--- config.mk ---
export PLATFORM = sky130hd
export DESIGN_NAME = chol_ram
export DESIGN_NICKNAME = d
export VERILOG_FILES = /design/src/rtl/core/chol_ram.sv
export SDC_FILE = /design/constraint.sdc
export NUM_CORES = 2
export LEC_CHECK = 0
export BUFFER_PORTS_ARGS = -buffer_cell sky130_fd_sc_hd__buf_2
export CAP_MARGIN = 25
export CELL_PAD_IN_SITES_DETAIL_PLACEMENT = 2
export CELL_PAD_IN_SITES_GLOBAL_PLACEMENT = 2
export CORE_MARGIN = 4
export CORE_UTILIZATION = 55
export DETAILED_ROUTE_END_ITERATION = 6
export PLACE_DENSITY_LB_ADDON = 0.1
export SKIP_CTS_REPAIR_TIMING = 1
export SYNTH_ARGS = -nofsm -noshare
export SYNTH_HDL_FRONTEND = slang
export SYNTH_SLANG_ARGS = --single-unit
--- constraint.sdc ---
create_clock -name clk -period 9.3 [get_ports clk]
set_input_delay 0.465 -clock clk [delete_from_list [all_inputs] [get_ports clk]]
set_output_delay 0.465 -clock clk [all_outputs]
set_load 0.05 [all_outputs]
--- src/rtl/core/chol_ram.sv ---
// Generic single-port-write, one-read synchronous RAM with registered read.
module chol_ram #(
  parameter int unsigned Width = 32,
  parameter int unsigned Depth = 64
) (
  input  logic                     clk,
  input  logic                     we,
  input  logic [$clog2(Depth)-1:0] waddr,
  input  logic [Width-1:0]         wdata,
  input  logic [$clog2(Depth)-1:0] raddr,
  output logic [Width-1:0]         rdata
);
  logic [Width-1:0] mem [Depth];

  always_ff @(posedge clk) begin
    if (we) begin
      mem[waddr] <= wdata;
    end
    rdata <= mem[raddr];
  end
endmodule

==> results.json, run 1 <==
{
  "synth.distinct_cells": 34,
  "status": "stopped before the end",
  "chipHeight_um": 386,
  "lastStage": "detailed placement",
  "syn_avg_cell_area_sq_um": 23.6,
  "fp.dieW_um": 386,
  "synth_cells": 3324,
  "yosys_warnings": 0,
  "rows": 138,
  "syn_nets": 3370,
  "dp_hpwl_mm": 151,
  "io_pins": 78,
  "start_util": 0.554,
  "ys_seq_area_frac": 0.791,
  "synth_edf_count": 2048,
  "ys.flop_type": "edfxtp_1",
  "synth_seq_cells": 2080,
  "synth-async-reset-ratio": 0,
  "netlist_area_sq_mm": 0.0785,
  "portBuffers": 77,
  "first-error": "[ERROR DPL-0033] detailed placement checks failed during check placement.",
  "gp_congestion": 0.762
}
through the flow:
step	cells	setup WS [ns]	instance area [sq um]	hold slack [ns]
after floorplan	3324	5.68	78500	0.564
after global placement	5202	4.95	81600	0.753
cell usage after synthesis (all sizes together) (2+ instances only):
master / n / area share
nand2: 26 / 0.0012
nand3b: 5 / 0.00048
o221ai: 27 / 0.0030
mux4: 544 / 0.16
a311oi: 8 / 0.00089
a22oi: 12 / 0.0011
o32ai: 4 / 0.00045
a21oi: 62 / 0.0040
buf: 108 / 0.0077
o22ai: 84 / 0.0067
and2: 2 / 0.00016
edfxtp: 2048 / 0.78
mux2i: 93 / 0.012
a41o: 4 / 0.00051
nand3: 5 / 0.00032
nand4: 2 / 0.00016
nor3: 7 / 0.00045
or3: 3 / 0.00024
and3: 4 / 0.00032
or2: 3 / 0.00024
nor2b: 15 / 0.0012
nand2b: 8 / 0.00064
or3b: 5 / 0.00056
dfxtp: 32 / 0.0082
nor2: 137 / 0.0065
clkbuf: 74 / 0.0035
cells by family after synthesis:
logic type      count (synthesis)  synth area share
simple gates                  223            0.0127
mux                           637             0.168
compound gates                202            0.0167
buf+inv                       182            0.0113
flops                        2080             0.791
==> inputs of run 2 (changes only) <==
- CELL_PAD_IN_SITES_DETAIL_PLACEMENT: 2 -> default
- CELL_PAD_IN_SITES_GLOBAL_PLACEMENT: 2 -> default
- CORE_UTILIZATION: 55 -> 40
- PLACE_DENSITY_LB_ADDON: 0.1 -> 0.15
==> results.json, run 2 <==
{
  "status": "finished, final reports clean",
  "core_area_sq_mm": 0.195,
  "path_clk_slew_ns": 0.06,
  "fmax_mhz": 296,
  "cts_tree": "done",
  "tightest_slew_ns": 1.01,
  "path_max_fanout": 86,
  "globalRouteOverflowTotal": 0,
  "synth-async-reset-ratio": 0,
  "start_kind": "input pin",
  "crit_required_ns": 9.97,
  "maxCapViolCount": 0,
  "finalNetCount": 3629,
  "cp.arrival_ns": 4.05,
  "first_pass_iters": 7,
  "synth_seq_cells": 2080,
  "synth_common_cells": "edfxtp_1 (2,048), mux4_2 (544), nor2_1 (137), mux2i_1 (93), o22ai_1 (84)",
  "cts_buffer_depth": 3,
  "ir_drop_mv": 0.222,
  "finClkSkew_ns": 0.0304,
  "synth.largest_area_cell": "edfxtp_1",
  "fin_crit_sh": 0.364,
  "start_util": 0.403,
  "end_kind": "register",
  "ys.flop_type": "edfxtp_1",
  "synth_cells": 3324,
  "cts_buffers": 214,
  "synth_compound_area_frac": 0.0167,
  "min_path_type": "in2reg",
  "top_layer_used": "met5",
  "switching_share": 0.216,
  "synth_area_leaders": "edfxtp_1 (78%), mux4_2 (16%), mux2i_1 (1.2%), dfxtp_1 (0.82%), o22ai_1 (0.67%)",
  "vias": 36000,
  "synth.distinct_cells": 34,
  "synthSimpleGateAreaFrac": 0.0127,
  "tritoncts_num_sinks": 2080,
  "synth_top_family_by_area": "multiplexers",
  "largest_reg_flops": 2048,
  "wl_met1_mm": 89.5,
  "synthMuxAreaShare": 0.168,
  "crit_chain": "buf_8 -> buf_4 -> buf_12 -> mux4_2 -> mux4_2 -> o22ai_1 -> nor2_1",
  "detail_route.wl_per_cell_um": 32.4,
  "finalSetupViolations": 0,
  "yosys_warnings": 0,
  "drive_above_1_share": 0.300,
  "ant_nets": 0,
  "syn_avg_cell_area_sq_um": 23.6,
  "rows": 162,
  "grt_antenna_before_repair": 12,
  "portBuffers": 77,
  "combPwrFrac": 0.051,
  "synth_edf_count": 2048,
  "syn_to_final_growth_pct": 14.9,
  "cts-root-buf": "clkbuf_16",
  "mostFrequentLayoutCells": "edfxtp_1 (2,048), mux4_2 (544), clkbuf_16 (219)",
  "slew_headroom": 0.323,
  "crit_slowest_cell": "mux4_2",
  "clkLatencyLatePin_ns": 0.84,
  "crit_family": "buffers and inverters",
  "p_leak_uw": 0.0279,
  "cts_max_level": 4,
  "mostFrequentLayoutCell": "edfxtp_1",
  "rsz0062_at_grt": "no",
  "synth_top_area_frac": 0.783,
  "cpMostUsedCell": "mux4_2",
  "dp_hpwl_mm": 111,
  "gp_congestion": 0.740,
  "p_switching_uw": 4290,
  "io_pins": 78,
  "grt_pass1_vias": 37300,
  "yosysMostFrequentCell": "edfxtp_1",
  "grt_pass1_wl_mm": 292,
  "drc": 0,
  "grtUsageTotal": 0.203,
  "synth_fa_ha_area_frac": 0,
  "dieArea_sq_mm": 0.203,
  "hold_viol_final": 0,
  "wl_met3_mm": 11.6,
  "postRouteWirelength_mm": 207,
  "via_per_inst": 5.64,
  "largestRegisters": "mem x2048, rdata x32",
  "pwr_density_cell_mw_per_mm2": 221,
  "chipHeight_um": 451,
  "syn_nets": 3370,
  "met2WireLength_mm": 102,
  "drv_slew": 0,
  "final_util": 0.462,
  "drtIter0Drc": 3714,
  "path_buf_inv": 3,
  "fp.dieW_um": 451,
  "worstSetupPathType": "in2reg",
  "netlist_area_sq_mm": 0.0785,
  "largest-register": "mem",
  "rrSetupSlack_ns": 6.89,
  "p_int_uw": 15600,
  "slowest_delay_ns": 0.62,
  "grt_max_degree": 87,
  "ys_seq_area_frac": 0.791,
  "fin_tns_setup_ns": 0,
  "synthXorXnorAreaFrac": 0,
  "seq_power_share": 0.524,
  "final.min_clock_period_ns": 3.38,
  "p_clk_frac": 0.425
}
==> run 2: kinds of logic after synthesis <==
family / count (synthesis)
buf+inv: 182
simple gates: 223
flops: 2080
mux: 637
compound gates: 202
==> run 2: final timing paths <==
| kind | from | endpoint | cells after the start |
|---|---|---|---|
| hold reg to reg | mem[29][4] | rdata[4] | 4 |
| hold / removal | wdata[10] | mem[35][10] | 1 |
| setup reg to reg | mem[5][12] | rdata[12] | 5 |
| setup / recovery | raddr[0] | rdata[3] | 7 |
==> run 2: per-stage QoR <==
step	power, uW	hold WS (ns)	instances	setup WS, ns	instance area, sq um
after floorplan	11200	0.564	3324	5.68	78500
after global placement	11600	0.715	5963	4.97	82800
after detailed placement	11600	0.759	5974	4.96	83000
after CTS	20100	-0.0395	6373	5.88	89900
after global routing	20500	0.0106	6391	5.78	90200
final	19900	0.0273	6391	5.92	90200
==> run 2: layer usage <==
layer	GRT usage	up-vias
met4	0.0464	6
li1	-	14800
met5	0	-
met3	0.0330	255
met1	0.289	19800
met2	0.331	1130
==> run 2: layout make-up <==
type	count	area, sq um
Antenna cell	1	2.50
Clock buffer	288	5830
Clock inverter	111	1100
Fill cell	16200	105000
Multi-Input combinational cell	1062	16000
Sequential cell	2080	62100
Tap cell	2624	3280
Timing Repair Buffer	225	1850
==> run 2: worst reg2reg max path: cells and delay by family, from the launching register on <==
kind / cells / cell delay (ns)
AO/OA/AOI/OAI: 3 / 1.29
flip-flops: 1 / 0.36
multiplexers: 1 / 0.50
AND/OR/NAND/NOR: 1 / 0.12
==> run 2: power groups by stage <==
stage	logic [uW]	clock network, uW	registers (uW)
global route	1070	9050	10400
floorplan	505	0	10700
finish	1010	8460	10400
global placement	1000	0	10600
CTS	1020	8630	10400
detailed placement	1020	0	10600
No activity file was read; power rests on OpenSTA's default activity.
